<file path="src/rtl/atl_pkg.sv">
// Shared types, character codes and token descriptor for the assembler token lexer.
package atl_pkg;

  localparam int LEN_W = 7;
  localparam int POS_MAX_W = 32;
  localparam int QUEUE_DEPTH = 4;
  localparam int QPTR_W = 2;
  localparam int QCNT_W = 3;

  typedef logic [LEN_W-1:0] len_t;
  typedef logic [POS_MAX_W-1:0] pos_t;

  typedef enum logic [3:0] {
    KIND_COMMA   = 4'd0,
    KIND_NUMBER  = 4'd1,
    KIND_IDENT   = 4'd2,
    KIND_GLOBAL  = 4'd3,
    KIND_ADDRESS = 4'd4,
    KIND_LOCAL   = 4'd5,
    KIND_EOL     = 4'd6,
    KIND_EOF     = 4'd7,
    KIND_ERROR   = 4'd8
  } kind_t;

  typedef enum logic [2:0] {
    ERR_NONE       = 3'd0,
    ERR_UNKNOWN    = 3'd1,
    ERR_NO_CLOSER  = 3'd2,
    ERR_BAD_OPENER = 3'd3,
    ERR_TOO_LONG   = 3'd4
  } err_t;

  typedef enum logic [3:0] {
    MODE_IDLE    = 4'd0,
    MODE_COMMENT = 4'd1,
    MODE_OPEN    = 4'd2,
    MODE_NSIGN   = 4'd3,
    MODE_NZERO   = 4'd4,
    MODE_NDEC    = 4'd5,
    MODE_NHEX    = 4'd6,
    MODE_IBODY   = 4'd7,
    MODE_ISIGN   = 4'd8,
    MODE_ICLOSED = 4'd9,
    MODE_ADDR    = 4'd10,
    MODE_LOCAL   = 4'd11,
    MODE_EOL     = 4'd12,
    MODE_DEAD    = 4'd13
  } mode_t;

  typedef enum logic [1:0] {
    POS_START = 2'd0,
    POS_NEXT  = 2'd1,
    POS_CUR   = 2'd2
  } pos_sel_t;

  localparam logic [7:0] CH_SEMI   = 8'h3B;
  localparam logic [7:0] CH_LPAREN = 8'h28;
  localparam logic [7:0] CH_LBRACK = 8'h5B;
  localparam logic [7:0] CH_COLON  = 8'h3A;
  localparam logic [7:0] CH_DOT    = 8'h2E;
  localparam logic [7:0] CH_LOW_X  = 8'h78;
  localparam logic [7:0] CH_UP_X   = 8'h58;
  localparam logic [7:0] CH_RPAREN = 8'h29;
  localparam logic [7:0] CH_RBRACK = 8'h5D;
  localparam logic [7:0] CH_COMMA  = 8'h2C;
  localparam logic [7:0] CH_NL     = 8'h0A;
  localparam logic [7:0] CH_PLUS   = 8'h2B;
  localparam logic [7:0] CH_MINUS  = 8'h2D;
  localparam logic [7:0] CH_ZERO   = 8'h30;

  // One token's worth of output, handed from the front to the back.
  typedef struct packed {
    kind_t      kind;
    logic       buffered;
    logic       bank;
    len_t       len;
    logic [7:0] ch;
    logic       present;
    err_t       err;
    pos_t       line;
    pos_t       col;
  } desc_t;

  typedef struct packed {
    logic valid;
    logic bank;
  } release_t;

  function automatic logic is_digit(logic [7:0] c);
    return c >= 8'h30 && c <= 8'h39;
  endfunction

  function automatic logic is_alpha(logic [7:0] c);
    return (c >= 8'h61 && c <= 8'h7A) || (c >= 8'h41 && c <= 8'h5A);
  endfunction

  function automatic logic is_alnum(logic [7:0] c);
    return is_digit(c) || is_alpha(c);
  endfunction

  function automatic logic is_xdigit(logic [7:0] c);
    return is_digit(c) || (c >= 8'h61 && c <= 8'h66) || (c >= 8'h41 && c <= 8'h46);
  endfunction

  function automatic logic is_sign(logic [7:0] c);
    return c == CH_PLUS || c == CH_MINUS;
  endfunction

  function automatic logic is_blank(logic [7:0] c);
    return c == 8'h20 || c == 8'h09 || c == 8'h0B || c == 8'h0C || c == 8'h0D;
  endfunction

endpackage

</file>
<file path="src/rtl/atl_char_if.sv">
// Source character channel: one byte or an end-of-text mark per item.
interface atl_char_if;
  logic       valid;
  logic       ready;
  logic [7:0] text_char;
  logic       end_of_text;

  modport source (output valid, text_char, end_of_text, input ready);
  modport sink (input valid, text_char, end_of_text, output ready);
endinterface

</file>
<file path="src/rtl/atl_token_if.sv">
// Token result channel: one token character or marker item per handshake.
interface atl_token_if #(
  parameter int POS_W = 16
);
  logic             valid;
  logic             ready;
  logic [3:0]       token_kind;
  logic [7:0]       token_char;
  logic             char_present;
  logic             last_of_token;
  logic [POS_W-1:0] start_line;
  logic [POS_W-1:0] start_column;
  logic [2:0]       error_code;

  modport source (output valid, token_kind, token_char, char_present, last_of_token,
                  start_line, start_column, error_code, input ready);
  modport sink (input valid, token_kind, token_char, char_present, last_of_token,
                start_line, start_column, error_code, output ready);
endinterface

</file>
<file path="src/rtl/atl_front.sv">
// Lexer front: accepts characters, tracks position, buffers token text, queues descriptors.
module atl_front #(
  parameter int TOKEN_CHARS = 32,
  parameter int POSITION_BITS = 16
) (
  input  logic                         clk,
  input  logic                         rst,
  atl_char_if.sink                     text,
  input  logic [atl_pkg::QCNT_W-1:0]   q_count,
  input  atl_pkg::release_t            rel,
  output logic                         push0,
  output atl_pkg::desc_t               desc0,
  output logic                         push1,
  output atl_pkg::desc_t               desc1,
  output logic                         wr_en,
  output logic [$clog2(TOKEN_CHARS):0] wr_addr,
  output logic [7:0]                   wr_data
);

  localparam int IW = $clog2(TOKEN_CHARS);
  localparam int PW = POSITION_BITS;
  localparam logic [PW-1:0] MAXP = {PW{1'b1}};
  localparam logic [PW-1:0] ONE = PW'(1);

  atl_pkg::mode_t mode, mode_next;
  atl_pkg::len_t  len, len_next;
  logic [1:0]     op, op_next;
  logic [PW-1:0]  line, line_next, col, col_next;
  logic [PW-1:0]  sline, sline_next, scol, scol_next;
  logic           bank, bank_next;
  logic [1:0]     busy, busy_next;

  logic          acc;
  logic [7:0]    c;
  logic [PW-1:0] nl, nc;
  logic          full;
  logic [7:0]    closer;

  // Decoded action for the accepted item.
  logic              a_add, a_addsend, a_clr_op, a_send, a_disp, a_fail, a_eof;
  atl_pkg::mode_t    a_mode;
  atl_pkg::kind_t    a_kind;
  atl_pkg::err_t     a_err;
  atl_pkg::pos_sel_t a_fpos, a_epos;

  logic           first_v, second_v;
  atl_pkg::desc_t first_d, second_d;

  assign acc = text.valid && text.ready;
  assign text.ready = (q_count <= atl_pkg::QCNT_W'(atl_pkg::QUEUE_DEPTH - 2)) && !busy[~bank];
  assign c = text.text_char;
  assign full = len >= atl_pkg::LEN_W'(TOKEN_CHARS);
  assign closer = op[0] ? atl_pkg::CH_RPAREN : atl_pkg::CH_RBRACK;

  always_comb begin
    nl = line;
    nc = col;
    if (c == atl_pkg::CH_NL) begin
      if (line != MAXP) nl = line + ONE;
      nc = ONE;
    end else if (col != MAXP) begin
      nc = col + ONE;
    end
  end

  function automatic atl_pkg::desc_t mk(atl_pkg::kind_t k, logic buf_sel, logic bk,
                                        atl_pkg::len_t l, logic [7:0] ch, logic pr,
                                        atl_pkg::err_t e, logic [PW-1:0] ln,
                                        logic [PW-1:0] cl);
    atl_pkg::desc_t d;
    d.kind = k;
    d.buffered = buf_sel;
    d.bank = bk;
    d.len = l;
    d.ch = ch;
    d.present = pr;
    d.err = e;
    d.line = atl_pkg::pos_t'(ln);
    d.col = atl_pkg::pos_t'(cl);
    return d;
  endfunction

  // Decode: what the current mode does with this item.
  always_comb begin
    a_add = 1'b0;
    a_addsend = 1'b0;
    a_clr_op = 1'b0;
    a_send = 1'b0;
    a_disp = 1'b0;
    a_fail = 1'b0;
    a_eof = 1'b0;
    a_mode = mode;
    a_kind = atl_pkg::KIND_NUMBER;
    a_err = atl_pkg::ERR_NONE;
    a_fpos = atl_pkg::POS_CUR;
    a_epos = atl_pkg::POS_CUR;
    if (text.end_of_text) begin
      unique case (mode)
        atl_pkg::MODE_DEAD: ;
        atl_pkg::MODE_OPEN: begin
          a_fail = 1'b1;
          a_err = atl_pkg::ERR_BAD_OPENER;
          a_fpos = atl_pkg::POS_START;
        end
        atl_pkg::MODE_ISIGN, atl_pkg::MODE_ADDR: begin
          a_fail = 1'b1;
          a_err = atl_pkg::ERR_NO_CLOSER;
        end
        atl_pkg::MODE_IBODY: begin
          if (op != 2'b00) begin
            a_fail = 1'b1;
            a_err = atl_pkg::ERR_NO_CLOSER;
          end else begin
            a_send = 1'b1;
            a_kind = atl_pkg::KIND_IDENT;
            a_eof = 1'b1;
          end
        end
        atl_pkg::MODE_ICLOSED: begin
          a_send = 1'b1;
          a_kind = atl_pkg::KIND_IDENT;
          a_eof = 1'b1;
        end
        atl_pkg::MODE_NSIGN, atl_pkg::MODE_NZERO, atl_pkg::MODE_NDEC,
        atl_pkg::MODE_NHEX: begin
          a_send = 1'b1;
          a_eof = 1'b1;
        end
        atl_pkg::MODE_LOCAL: begin
          a_send = 1'b1;
          a_kind = atl_pkg::KIND_LOCAL;
          a_eof = 1'b1;
        end
        atl_pkg::MODE_EOL: begin
          a_eof = 1'b1;
          a_epos = atl_pkg::POS_START;
        end
        default: a_eof = 1'b1;
      endcase
    end else begin
      unique case (mode)
        atl_pkg::MODE_COMMENT: a_disp = (c == atl_pkg::CH_NL);
        atl_pkg::MODE_OPEN: begin
          if (atl_pkg::is_alpha(c)) begin
            a_add = 1'b1;
            a_mode = atl_pkg::MODE_IBODY;
          end else if (atl_pkg::is_digit(c) && op[0]) begin
            a_add = 1'b1;
            a_mode = atl_pkg::MODE_ADDR;
            a_clr_op = 1'b1;
          end else begin
            a_fail = 1'b1;
            a_err = atl_pkg::ERR_BAD_OPENER;
            a_fpos = atl_pkg::POS_START;
          end
        end
        atl_pkg::MODE_NSIGN, atl_pkg::MODE_NZERO: begin
          if (mode == atl_pkg::MODE_NSIGN && c == atl_pkg::CH_ZERO) begin
            a_add = 1'b1;
            a_mode = atl_pkg::MODE_NZERO;
          end else if (mode == atl_pkg::MODE_NZERO &&
                       (c == atl_pkg::CH_LOW_X || c == atl_pkg::CH_UP_X)) begin
            a_add = 1'b1;
            a_mode = atl_pkg::MODE_NHEX;
          end else if (atl_pkg::is_digit(c)) begin
            a_add = 1'b1;
            a_mode = atl_pkg::MODE_NDEC;
          end else begin
            a_send = 1'b1;
            a_disp = 1'b1;
          end
        end
        atl_pkg::MODE_NDEC: begin
          if (atl_pkg::is_digit(c)) a_add = 1'b1;
          else begin
            a_send = 1'b1;
            a_disp = 1'b1;
          end
        end
        atl_pkg::MODE_NHEX: begin
          if (atl_pkg::is_xdigit(c)) a_add = 1'b1;
          else begin
            a_send = 1'b1;
            a_disp = 1'b1;
          end
        end
        atl_pkg::MODE_IBODY: begin
          if (atl_pkg::is_alnum(c)) begin
            a_add = 1'b1;
          end else if (op == 2'b00) begin
            if (c == atl_pkg::CH_COLON) begin
              a_add = 1'b1;
              a_addsend = 1'b1;
              a_kind = atl_pkg::KIND_GLOBAL;
            end else begin
              a_send = 1'b1;
              a_kind = atl_pkg::KIND_IDENT;
              a_disp = 1'b1;
            end
          end else if (atl_pkg::is_sign(c)) begin
            a_add = 1'b1;
            a_mode = atl_pkg::MODE_ISIGN;
          end else if (c == closer) begin
            a_add = 1'b1;
            a_mode = atl_pkg::MODE_ICLOSED;
          end else begin
            a_fail = 1'b1;
            a_err = atl_pkg::ERR_NO_CLOSER;
            a_fpos = atl_pkg::POS_NEXT;
          end
        end
        atl_pkg::MODE_ISIGN: begin
          if (c == closer) begin
            a_add = 1'b1;
            a_mode = atl_pkg::MODE_ICLOSED;
          end else begin
            a_fail = 1'b1;
            a_err = atl_pkg::ERR_NO_CLOSER;
            a_fpos = atl_pkg::POS_NEXT;
          end
        end
        atl_pkg::MODE_ICLOSED: begin
          if (c == atl_pkg::CH_COLON) begin
            a_add = 1'b1;
            a_addsend = 1'b1;
            a_kind = atl_pkg::KIND_GLOBAL;
          end else begin
            a_send = 1'b1;
            a_kind = atl_pkg::KIND_IDENT;
            a_disp = 1'b1;
          end
        end
        atl_pkg::MODE_ADDR: begin
          if (atl_pkg::is_alnum(c)) begin
            a_add = 1'b1;
          end else if (c == atl_pkg::CH_RPAREN) begin
            a_add = 1'b1;
            a_addsend = 1'b1;
            a_kind = atl_pkg::KIND_ADDRESS;
          end else begin
            a_fail = 1'b1;
            a_err = atl_pkg::ERR_NO_CLOSER;
            a_fpos = atl_pkg::POS_NEXT;
          end
        end
        atl_pkg::MODE_LOCAL: begin
          if (atl_pkg::is_alnum(c)) a_add = 1'b1;
          else begin
            a_send = 1'b1;
            a_kind = atl_pkg::KIND_LOCAL;
            a_disp = 1'b1;
          end
        end
        atl_pkg::MODE_EOL: begin
          if (c != atl_pkg::CH_NL && !atl_pkg::is_blank(c)) begin
            a_send = 1'b1;
            a_kind = atl_pkg::KIND_EOL;
            a_disp = 1'b1;
          end
        end
        atl_pkg::MODE_DEAD: ;
        default: a_disp = 1'b1;
      endcase
    end
  end

  // Carry out the decoded action on the token state and build descriptors.
  always_comb begin
    mode_next = mode;
    len_next = len;
    op_next = op;
    line_next = line;
    col_next = col;
    sline_next = sline;
    scol_next = scol;
    bank_next = bank;
    first_v = 1'b0;
    second_v = 1'b0;
    first_d = '0;
    second_d = '0;
    wr_en = 1'b0;
    wr_addr = {bank, len[IW-1:0]};
    wr_data = c;
    if (acc) begin
      if (text.end_of_text) begin
        if (a_send) begin
          first_v = 1'b1;
          first_d = mk(a_kind, 1'b1, bank, len, 8'h00, 1'b1, atl_pkg::ERR_NONE, sline, scol);
          bank_next = ~bank;
        end
        if (a_fail) begin
          first_v = 1'b1;
          first_d = mk(atl_pkg::KIND_ERROR, 1'b0, bank, '0, 8'h00, 1'b0, a_err,
                       (a_fpos == atl_pkg::POS_START) ? sline : line,
                       (a_fpos == atl_pkg::POS_START) ? scol : col);
        end
        if (a_eof) begin
          second_v = 1'b1;
          second_d = mk(atl_pkg::KIND_EOF, 1'b0, bank, '0, 8'h00, 1'b0, atl_pkg::ERR_NONE,
                        (a_epos == atl_pkg::POS_START) ? sline : line,
                        (a_epos == atl_pkg::POS_START) ? scol : col);
        end
        mode_next = atl_pkg::MODE_IDLE;
        len_next = '0;
        op_next = 2'b00;
        line_next = ONE;
        col_next = ONE;
        sline_next = ONE;
        scol_next = ONE;
      end else begin
        line_next = nl;
        col_next = nc;
        if (a_add) begin
          if (full) begin
            first_v = 1'b1;
            first_d = mk(atl_pkg::KIND_ERROR, 1'b0, bank, '0, 8'h00, 1'b0,
                         atl_pkg::ERR_TOO_LONG, sline, scol);
            len_next = '0;
            op_next = 2'b00;
            mode_next = atl_pkg::MODE_DEAD;
          end else begin
            wr_en = 1'b1;
            len_next = len + atl_pkg::LEN_W'(1);
            mode_next = a_mode;
            if (a_clr_op) op_next = 2'b00;
            if (a_addsend) begin
              first_v = 1'b1;
              first_d = mk(a_kind, 1'b1, bank, len + atl_pkg::LEN_W'(1), 8'h00, 1'b1,
                           atl_pkg::ERR_NONE, sline, scol);
              bank_next = ~bank;
              len_next = '0;
              op_next = 2'b00;
              mode_next = atl_pkg::MODE_IDLE;
            end
          end
        end
        if (a_fail) begin
          first_v = 1'b1;
          first_d = mk(atl_pkg::KIND_ERROR, 1'b0, bank, '0, 8'h00, 1'b0, a_err,
                       (a_fpos == atl_pkg::POS_START) ? sline : nl,
                       (a_fpos == atl_pkg::POS_START) ? scol : nc);
          len_next = '0;
          op_next = 2'b00;
          mode_next = atl_pkg::MODE_DEAD;
        end
        if (a_send) begin
          first_v = 1'b1;
          if (a_kind == atl_pkg::KIND_EOL) begin
            first_d = mk(a_kind, 1'b0, bank, '0, 8'h00, 1'b0, atl_pkg::ERR_NONE,
                         sline, scol);
          end else begin
            first_d = mk(a_kind, 1'b1, bank, len, 8'h00, 1'b1, atl_pkg::ERR_NONE,
                         sline, scol);
            bank_next = ~bank;
          end
          len_next = '0;
          op_next = 2'b00;
          mode_next = atl_pkg::MODE_IDLE;
        end
        if (a_disp) begin
          mode_next = atl_pkg::MODE_IDLE;
          wr_addr = {bank_next, {IW{1'b0}}};
          if (atl_pkg::is_blank(c)) begin
            mode_next = atl_pkg::MODE_IDLE;
          end else if (c == atl_pkg::CH_SEMI) begin
            mode_next = atl_pkg::MODE_COMMENT;
          end else if (c == atl_pkg::CH_COMMA) begin
            second_v = 1'b1;
            second_d = mk(atl_pkg::KIND_COMMA, 1'b0, bank_next, '0, c, 1'b1,
                          atl_pkg::ERR_NONE, line, col);
            len_next = '0;
            op_next = 2'b00;
            sline_next = line;
            scol_next = col;
          end else if (c == atl_pkg::CH_NL) begin
            len_next = '0;
            op_next = 2'b00;
            sline_next = line;
            scol_next = col;
            mode_next = atl_pkg::MODE_EOL;
          end else if (c == atl_pkg::CH_LPAREN || c == atl_pkg::CH_LBRACK ||
                       atl_pkg::is_sign(c) || atl_pkg::is_digit(c) ||
                       atl_pkg::is_alpha(c) || c == atl_pkg::CH_DOT) begin
            wr_en = 1'b1;
            len_next = atl_pkg::LEN_W'(1);
            sline_next = line;
            scol_next = col;
            op_next = 2'b00;
            if (c == atl_pkg::CH_LPAREN) begin
              op_next = 2'b01;
              mode_next = atl_pkg::MODE_OPEN;
            end else if (c == atl_pkg::CH_LBRACK) begin
              op_next = 2'b10;
              mode_next = atl_pkg::MODE_OPEN;
            end else if (atl_pkg::is_sign(c)) begin
              mode_next = atl_pkg::MODE_NSIGN;
            end else if (c == atl_pkg::CH_ZERO) begin
              mode_next = atl_pkg::MODE_NZERO;
            end else if (atl_pkg::is_digit(c)) begin
              mode_next = atl_pkg::MODE_NDEC;
            end else if (atl_pkg::is_alpha(c)) begin
              mode_next = atl_pkg::MODE_IBODY;
            end else begin
              mode_next = atl_pkg::MODE_LOCAL;
            end
          end else begin
            second_v = 1'b1;
            second_d = mk(atl_pkg::KIND_ERROR, 1'b0, bank_next, '0, 8'h00, 1'b0,
                          atl_pkg::ERR_UNKNOWN, line, col);
            len_next = '0;
            op_next = 2'b00;
            mode_next = atl_pkg::MODE_DEAD;
          end
        end
      end
    end
  end

  assign push0 = first_v || second_v;
  assign desc0 = first_v ? first_d : second_d;
  assign push1 = first_v && second_v;
  assign desc1 = second_d;

  // A bank is owned by the back from the push of its text until its last character is read out.
  always_comb begin
    busy_next = busy;
    if (rel.valid) busy_next[rel.bank] = 1'b0;
    if (push0 && desc0.buffered) busy_next[bank] = 1'b1;
  end

  always_ff @(posedge clk) begin
    if (rst) begin
      mode <= atl_pkg::MODE_IDLE;
      len <= '0;
      op <= 2'b00;
      line <= ONE;
      col <= ONE;
      sline <= ONE;
      scol <= ONE;
      bank <= 1'b0;
      busy <= 2'b00;
    end else begin
      mode <= mode_next;
      len <= len_next;
      op <= op_next;
      line <= line_next;
      col <= col_next;
      sline <= sline_next;
      scol <= scol_next;
      bank <= bank_next;
      busy <= busy_next;
    end
  end

endmodule

</file>
<file path="src/rtl/atl_queue.sv">
// Descriptor queue between lexer front and emitter back; takes up to two items per cycle.
module atl_queue (
  input  logic                       clk,
  input  logic                       rst,
  input  logic                       push0,
  input  atl_pkg::desc_t             desc0,
  input  logic                       push1,
  input  atl_pkg::desc_t             desc1,
  input  logic                       pop,
  output logic                       head_valid,
  output atl_pkg::desc_t             head,
  output logic [atl_pkg::QCNT_W-1:0] count
);

  atl_pkg::desc_t entries [atl_pkg::QUEUE_DEPTH];
  logic [atl_pkg::QPTR_W-1:0] wp, rp;
  logic [atl_pkg::QCNT_W-1:0] npush;

  assign head_valid = count != '0;
  assign head = entries[rp];
  assign npush = atl_pkg::QCNT_W'(push0) + atl_pkg::QCNT_W'(push1);

  always_ff @(posedge clk) begin
    if (push0) entries[wp] <= desc0;
    if (push1) entries[wp + atl_pkg::QPTR_W'(1)] <= desc1;
  end

  always_ff @(posedge clk) begin
    if (rst) begin
      wp <= '0;
      rp <= '0;
      count <= '0;
    end else begin
      wp <= wp + npush[atl_pkg::QPTR_W-1:0];
      if (pop) rp <= rp + atl_pkg::QPTR_W'(1);
      count <= count + npush - atl_pkg::QCNT_W'(pop);
    end
  end

endmodule

</file>
<file path="src/rtl/atl_back.sv">
// Lexer back: holds the two-bank text memory and sends each token out one item at a time.
module atl_back #(
  parameter int TOKEN_CHARS = 32,
  parameter int POSITION_BITS = 16
) (
  input  logic                         clk,
  input  logic                         rst,
  input  logic                         head_valid,
  input  atl_pkg::desc_t               head,
  output logic                         pop,
  input  logic                         wr_en,
  input  logic [$clog2(TOKEN_CHARS):0] wr_addr,
  input  logic [7:0]                   wr_data,
  output atl_pkg::release_t            rel,
  atl_token_if.source                  tokens
);

  localparam int IW = $clog2(TOKEN_CHARS);
  localparam int DEPTH = 2 * (1 << IW);

  logic [7:0] text_mem [DEPTH];

  logic           cur_valid;
  atl_pkg::desc_t cur;
  atl_pkg::len_t  idx;
  logic           advance, last, emit;

  logic           out_valid;
  atl_pkg::kind_t o_kind;
  logic [7:0]     o_inline, rd;
  logic           o_sel, o_present, o_last;
  atl_pkg::pos_t  o_line, o_col;
  atl_pkg::err_t  o_err;

  assign advance = !out_valid || tokens.ready;
  assign emit = advance && cur_valid;
  assign last = !cur.buffered || (idx + atl_pkg::LEN_W'(1) == cur.len);
  assign pop = !cur_valid && head_valid;
  assign rel.valid = emit && last && cur.buffered;
  assign rel.bank = cur.bank;

  always_ff @(posedge clk) begin
    if (wr_en) text_mem[wr_addr] <= wr_data;
    if (emit) rd <= text_mem[{cur.bank, idx[IW-1:0]}];
  end

  always_ff @(posedge clk) begin
    if (pop) cur <= head;
    if (emit) begin
      o_kind <= cur.kind;
      o_inline <= cur.ch;
      o_sel <= cur.buffered;
      o_present <= cur.present;
      o_last <= last;
      o_line <= cur.line;
      o_col <= cur.col;
      o_err <= cur.err;
    end
  end

  always_ff @(posedge clk) begin
    if (rst) begin
      cur_valid <= 1'b0;
      idx <= '0;
      out_valid <= 1'b0;
    end else begin
      if (pop) begin
        cur_valid <= 1'b1;
        idx <= '0;
      end else if (emit) begin
        if (last) cur_valid <= 1'b0;
        else idx <= idx + atl_pkg::LEN_W'(1);
      end
      if (advance) out_valid <= cur_valid;
    end
  end

  assign tokens.valid = out_valid;
  assign tokens.token_kind = o_kind;
  assign tokens.token_char = o_sel ? rd : o_inline;
  assign tokens.char_present = o_present;
  assign tokens.last_of_token = o_last;
  assign tokens.start_line = o_line[POSITION_BITS-1:0];
  assign tokens.start_column = o_col[POSITION_BITS-1:0];
  assign tokens.error_code = o_err;

endmodule

</file>
<file path="src/rtl/assembler_token_lexer.sv">
// Top level of the assembler token lexer: front, descriptor queue and emitter back.
//
//   channel  | dir | payload                                      | accepted when
//   text     | in  | text_char, end_of_text                       | valid && ready
//   tokens   | out | kind, char, present, last, line, col, error  | valid && ready
//
// A finished token streams out through the queue entry, the current-descriptor register and
// the output register, then one character per cycle while the tokens channel is ready.
// Once a token's text is queued, the front takes no further item until that
// token's last character has been read out of its bank, or while the queue has fewer
// than two free entries.
// Synchronous reset returns to the idle state at line 1, column 1.
module assembler_token_lexer #(
  parameter int TOKEN_CHARS = 32,
  parameter int POSITION_BITS = 16
) (
  input logic          clk,
  input logic          rst,
  atl_char_if.sink     text,
  atl_token_if.source  tokens
);

  localparam int AW = $clog2(TOKEN_CHARS) + 1;

  logic                       push0, push1, pop, head_valid, wr_en;
  atl_pkg::desc_t             desc0, desc1, head;
  logic [atl_pkg::QCNT_W-1:0] q_count;
  atl_pkg::release_t          rel;
  logic [AW-1:0]              wr_addr;
  logic [7:0]                 wr_data;

  atl_front #(.TOKEN_CHARS(TOKEN_CHARS), .POSITION_BITS(POSITION_BITS)) u_front (
    .clk(clk), .rst(rst), .text(text), .q_count(q_count), .rel(rel),
    .push0(push0), .desc0(desc0), .push1(push1), .desc1(desc1),
    .wr_en(wr_en), .wr_addr(wr_addr), .wr_data(wr_data)
  );

  atl_queue u_queue (
    .clk(clk), .rst(rst), .push0(push0), .desc0(desc0), .push1(push1), .desc1(desc1),
    .pop(pop), .head_valid(head_valid), .head(head), .count(q_count)
  );

  atl_back #(.TOKEN_CHARS(TOKEN_CHARS), .POSITION_BITS(POSITION_BITS)) u_back (
    .clk(clk), .rst(rst), .head_valid(head_valid), .head(head), .pop(pop),
    .wr_en(wr_en), .wr_addr(wr_addr), .wr_data(wr_data), .rel(rel), .tokens(tokens)
  );

endmodule
</file>
<file path="src/flat_wrapper.sv">
// flat-port wrapper written by rule: the top's interface ports become plain ports
module assembler_token_lexer_flat 
#(
  parameter int TOKEN_CHARS = 32,
  parameter int POSITION_BITS = 16
)
  (clk, rst, text_valid, text_text_char, text_end_of_text, text_ready, tokens_valid, tokens_token_kind, tokens_token_char, tokens_char_present, tokens_last_of_token, tokens_start_line, tokens_start_column, tokens_error_code, tokens_ready);
  atl_char_if text_i ();
  atl_token_if tokens_i ();
  input logic clk;
  input logic rst;
  input wire logic [$bits(text_i.valid)-1:0] text_valid;
  input wire logic [$bits(text_i.text_char)-1:0] text_text_char;
  input wire logic [$bits(text_i.end_of_text)-1:0] text_end_of_text;
  output wire logic [$bits(text_i.ready)-1:0] text_ready;
  output wire logic [$bits(tokens_i.valid)-1:0] tokens_valid;
  output wire logic [$bits(tokens_i.token_kind)-1:0] tokens_token_kind;
  output wire logic [$bits(tokens_i.token_char)-1:0] tokens_token_char;
  output wire logic [$bits(tokens_i.char_present)-1:0] tokens_char_present;
  output wire logic [$bits(tokens_i.last_of_token)-1:0] tokens_last_of_token;
  output wire logic [$bits(tokens_i.start_line)-1:0] tokens_start_line;
  output wire logic [$bits(tokens_i.start_column)-1:0] tokens_start_column;
  output wire logic [$bits(tokens_i.error_code)-1:0] tokens_error_code;
  input wire logic [$bits(tokens_i.ready)-1:0] tokens_ready;
  assign text_i.valid = text_valid;
  assign text_i.text_char = text_text_char;
  assign text_i.end_of_text = text_end_of_text;
  assign text_ready = text_i.ready;
  assign tokens_valid = tokens_i.valid;
  assign tokens_token_kind = tokens_i.token_kind;
  assign tokens_token_char = tokens_i.token_char;
  assign tokens_char_present = tokens_i.char_present;
  assign tokens_last_of_token = tokens_i.last_of_token;
  assign tokens_start_line = tokens_i.start_line;
  assign tokens_start_column = tokens_i.start_column;
  assign tokens_error_code = tokens_i.error_code;
  assign tokens_i.ready = tokens_ready;
  assembler_token_lexer #(.TOKEN_CHARS(TOKEN_CHARS), .POSITION_BITS(POSITION_BITS)) u_core (.clk(clk), .rst(rst), .text(text_i), .tokens(tokens_i));
endmodule
</file>
<file path="config.mk">
export PLATFORM = sky130hd
export DESIGN_NAME = assembler_token_lexer_flat
export DESIGN_NICKNAME = d
export VERILOG_FILES = /design/src/rtl/atl_pkg.sv /design/src/rtl/atl_char_if.sv /design/src/rtl/atl_token_if.sv /design/src/rtl/atl_front.sv /design/src/rtl/atl_queue.sv /design/src/rtl/atl_back.sv /design/src/rtl/assembler_token_lexer.sv /design/src/flat_wrapper.sv
export SDC_FILE = /design/constraint.sdc
export NUM_CORES = 1
export LEC_CHECK = 0
export ABC_AREA = 1
export BUFFER_PORTS_ARGS = -buffer_cell sky130_fd_sc_hd__buf_2
export CORE_ASPECT_RATIO = 1.2
export CORE_MARGIN = 2
export CORE_UTILIZATION = 52
export CTS_BUF_LIST = sky130_fd_sc_hd__clkbuf_16
export DETAILED_ROUTE_END_ITERATION = 8
export HOLD_SLACK_MARGIN = 0.1
export PLACE_DENSITY_LB_ADDON = 0.2
export SYNTH_ARGS = -nofsm -noshare
export SYNTH_HDL_FRONTEND = slang
export SYNTH_SLANG_ARGS = --single-unit
</file>
<file path="constraint.sdc">
create_clock -name clk -period 13.8 [get_ports clk]
set_clock_uncertainty 0.1 [all_clocks]
set_input_delay 1.38 -clock clk [delete_from_list [all_inputs] [get_ports clk]]
set_output_delay 1.38 -clock clk [all_outputs]
set_load 0.03 [all_outputs]
</file>
==> impl_results.md <==
* CTS clock-pin slew for the worst setup and hold paths at 0.06 ns
* First-pass GRT wire length at 184800 µm
* Avg Cell Area, Syn at 10.05 µm²
* Iter 0 DRT Violations at 3417
* Critical path peak fanout at 68
* Post-CTS resize count at 0
* Leak pwr at 16.75 nW
* Pin count of the biggest net entering global routing at 116
* Pwr Density at 180.2 mW/mm²
* Std-Cell Rows at 115
* CP arrival at 9.16 ns
* DR DRC count at 0
* FMAX at 114.6 MHz
* Rel. slew slack at 9.141%
* Ports at 64
* Most common cell after layout, fill and taps aside: nand2_1
* CTS Buf Count at 92
* Hold Path Cell Cnt at 0
* Post-CTS Setup Bufs at 0
* Launch point of the worst path: text_text_char[0]
* Total power at 8.553 mW
* WL/cell at 22.58 µm
* Clk sink count at 951
* H-Tree Depth at 3
* Root Buffer: clkbuf_16
* Starting Density at 52.61%
* R2r setup slk at 6.58 ns
* Vias in the first global route at 30960
* Yosys warnings at 0
* Fraction of registers with async set/reset at 0%
* FF-to-FF End: u_core.u_queue.entries[3][67]
* Fin. max-slew vios at 0
* Fillers at 6869
* Max_cap viols at 0
* Seq/Total Area, Yosys at 62.91%
* Vias/cell at 5.939
* Register bit count reported by yosys at 951
* Total congestion overflow at 0
* Outcome: completed
* Post-synthesis cell type count at 65
* Placed Area at 0.04442 mm²
* Initial antenna violation count at 1
* Final Setup Violations at 0
* Worst reg-to-reg path cell count at 17
* RSZ-0062 raised after global routing: false
* Worst hold path startpoint: u_core.u_back.cur[13]
* Hold buffers post-CTS at 0
* Hold Path Class: reg2reg
* DIE WIDTH at 267.2 µm
* Routability cong. at 0.9152
* CP required at 14.23 ns
* Worst slew pin tran at 1.349 ns
* Core ar. at 0.08216 mm²
* Post-Route Utilization at 57.77%
* Vias at 32360
* Fin crit period at 8.729 ns
* Area delta synth->final at 9.803%
* Fin area at 0.04747 mm²
* Port Buf Inserts at 63
* Part of the cycle the worst path needs at 63.25%
* Mapped Area at 0.04323 mm²
* Final Hold Fails at 0
* Share of cells above drive strength 1 at 8.946%
* Routed WL at 123000 µm
* Reg-to-reg startpoint: u_core.u_front.bank
* Gr usage total at 28.44%
* Peak supply drop at 0.1630 mV
* Antenna diode count at 0
* Final net count at 4286
* Most used flip-flop cell after synthesis: edfxtp_1
* Type of element launching the critical path: input port
* Die ar. at 0.08546 mm²
* Fin Setup TNS at 0 ns
* Mapped Cells at 4301
* Post-synth EDFFs at 815
* CTS Buffer Depth at 3
* Antenna-violating nets left at 0
* First-pass DRT Iterations at 6
* DP HPWL at 74910 µm
* Die H at 319.8 µm
* Clock Latency Late Sink at 0.67 ns
* Commonest non-fill, non-tap cells in the layout: nand2_1, edfxtp_1, a21oi_1
* Worst hold slack at 0.3199 ns
* WS Path Type: in2reg
* Hold EP: u_core.u_back.o_col[13]
* CP endpoint kind: register
* CTS tree: done
==> power breakdown <==
group | total [mW] | internal [mW] | switching [mW]
Sequential | 3.77 | 3.59 | 0.186
Clock | 2.54 | 1.43 | 1.11
Combinational | 2.24 | 0.540 | 1.70
Total | 8.55 | 5.56 | 2.99
==> through the flow <==
step,instances,worst slack (ns)
4_1_cts,5448,5.292
3_3_place_gp,5277,4.745
3_5_place_dp,5277,4.610
2_1_floorplan,4320,8.062
6_report,5448,5.071
5_1_grt,5448,4.597
==> layout make-up <==
type                            count  area [µm²]  area share [%]
Clock buffer                       94        2352           4.956
Clock inverter                     77       693.2           1.460
Inverter                          218       830.8           1.750
Multi-Input combinational cell   2884       14300           30.12
Sequential cell                   951       27210           57.33
Tap cell                         1111        1390           2.929
Timing Repair Buffer              113       690.7           1.455
==> critical path: stages <==
cell      delay, ns
buf_2          0.07
buf_4          0.53
inv_1          0.31
nand2_1        0.23
nor2_1         0.06
nand2_1        0.64
nand4_1        0.25
nand2_1        0.20
nor2_4         0.06
nand2_1        0.06
nand2_1        0.05
nand2_1        0.07
buf_4          0.37
inv_2          0.34
nand3_2        0.13
buf_4          0.52
nand2_2        0.40
buf_4          0.42
inv_1          0.15
ha_1           0.20
nand2_1        0.15
nor2_4         0.91
nor2_1         0.46
inv_2          0.11
buf_4          0.59
o211a_1        0.26
nand2b_1       0.10
==> cell families (layout without fill, tap and decap cells) <==
kind of cell	after synthesis	count (layout)	share of synthesized area, %
buf+inv	485	502	4.394
flops	951	951	62.91
xor+xnor	22	22	0.4458
mux	9	9	0.2345
other cells	1	20	0.008675
fa+ha+maj	13	13	0.3936
simple gates	1774	1774	17.10
compound gates	1046	1046	14.51
==> synth_stat cells (11+ instances only) <==
cell      instances  area (µm²)
o21ai_1          29       145.1
nand4_1          42       262.8
buf_2            28       140.1
inv_1           179       671.9
nor2_1          339        1272
nand2_1        1147        4305
ha_1             12       150.1
clkbuf_1        217       814.5
xor2_1           20       175.2
inv_2            29       108.9
o22ai_1          72       450.4
nor2_2           11       68.82
o211ai_1         28       210.2
a21oi_1         429        2147
buf_1            14       52.55
edfxtp_1        815       24470
nand3_1         159       795.8
nand2_2          14       87.58
o21ai_0         307        1536
o221ai_1        128        1121
dfxtp_1         136        2723
nor3_1           20       100.1
==> layer usage <==
layer  GRT usage [%]  part of all wire [%]  vias up
li1                -                     -    15120
met1           34.74                    38    15560
met2           48.13                    49     1361
met3           3.126                   6.1      311
met4           17.95                   6.7        2
met5               0                 0.011        -
==> worst max-delay path by stage <==
stage / end / slack [ns] / cells past startpoint
floorplan: u_core.u_queue.entries[2][67] / 8.06 / 25
global placement: u_core.u_queue.entries[3][67] / 4.75 / 27
detailed placement: u_core.u_queue.entries[3][67] / 4.61 / 27
CTS: u_core.u_queue.entries[3][67] / 5.29 / 27
global route: u_core.u_queue.entries[3][67] / 4.60 / 27
finish: u_core.u_queue.entries[3][67] / 5.07 / 27
==> state kept, by name, summed over array words and instances (netlist names), 8 cells and up <==
| signal | cells |
|---|---|
| u_core.u_front.col | 16 |
| u_core.u_back.text_mem | 512 |
| u_core.u_back.cur | 56 |
| u_core.u_front.scol | 16 |
| u_core.u_front.sline | 16 |
| u_core.u_back.o_line | 16 |
| u_core.u_front.line | 16 |
| u_core.u_back.o_inline | 8 |
| u_core.u_back.rd | 8 |
| u_core.u_back.o_col | 16 |
| u_core.u_queue.entries | 228 |
No activity file was read; power rests on OpenSTA's default activity.
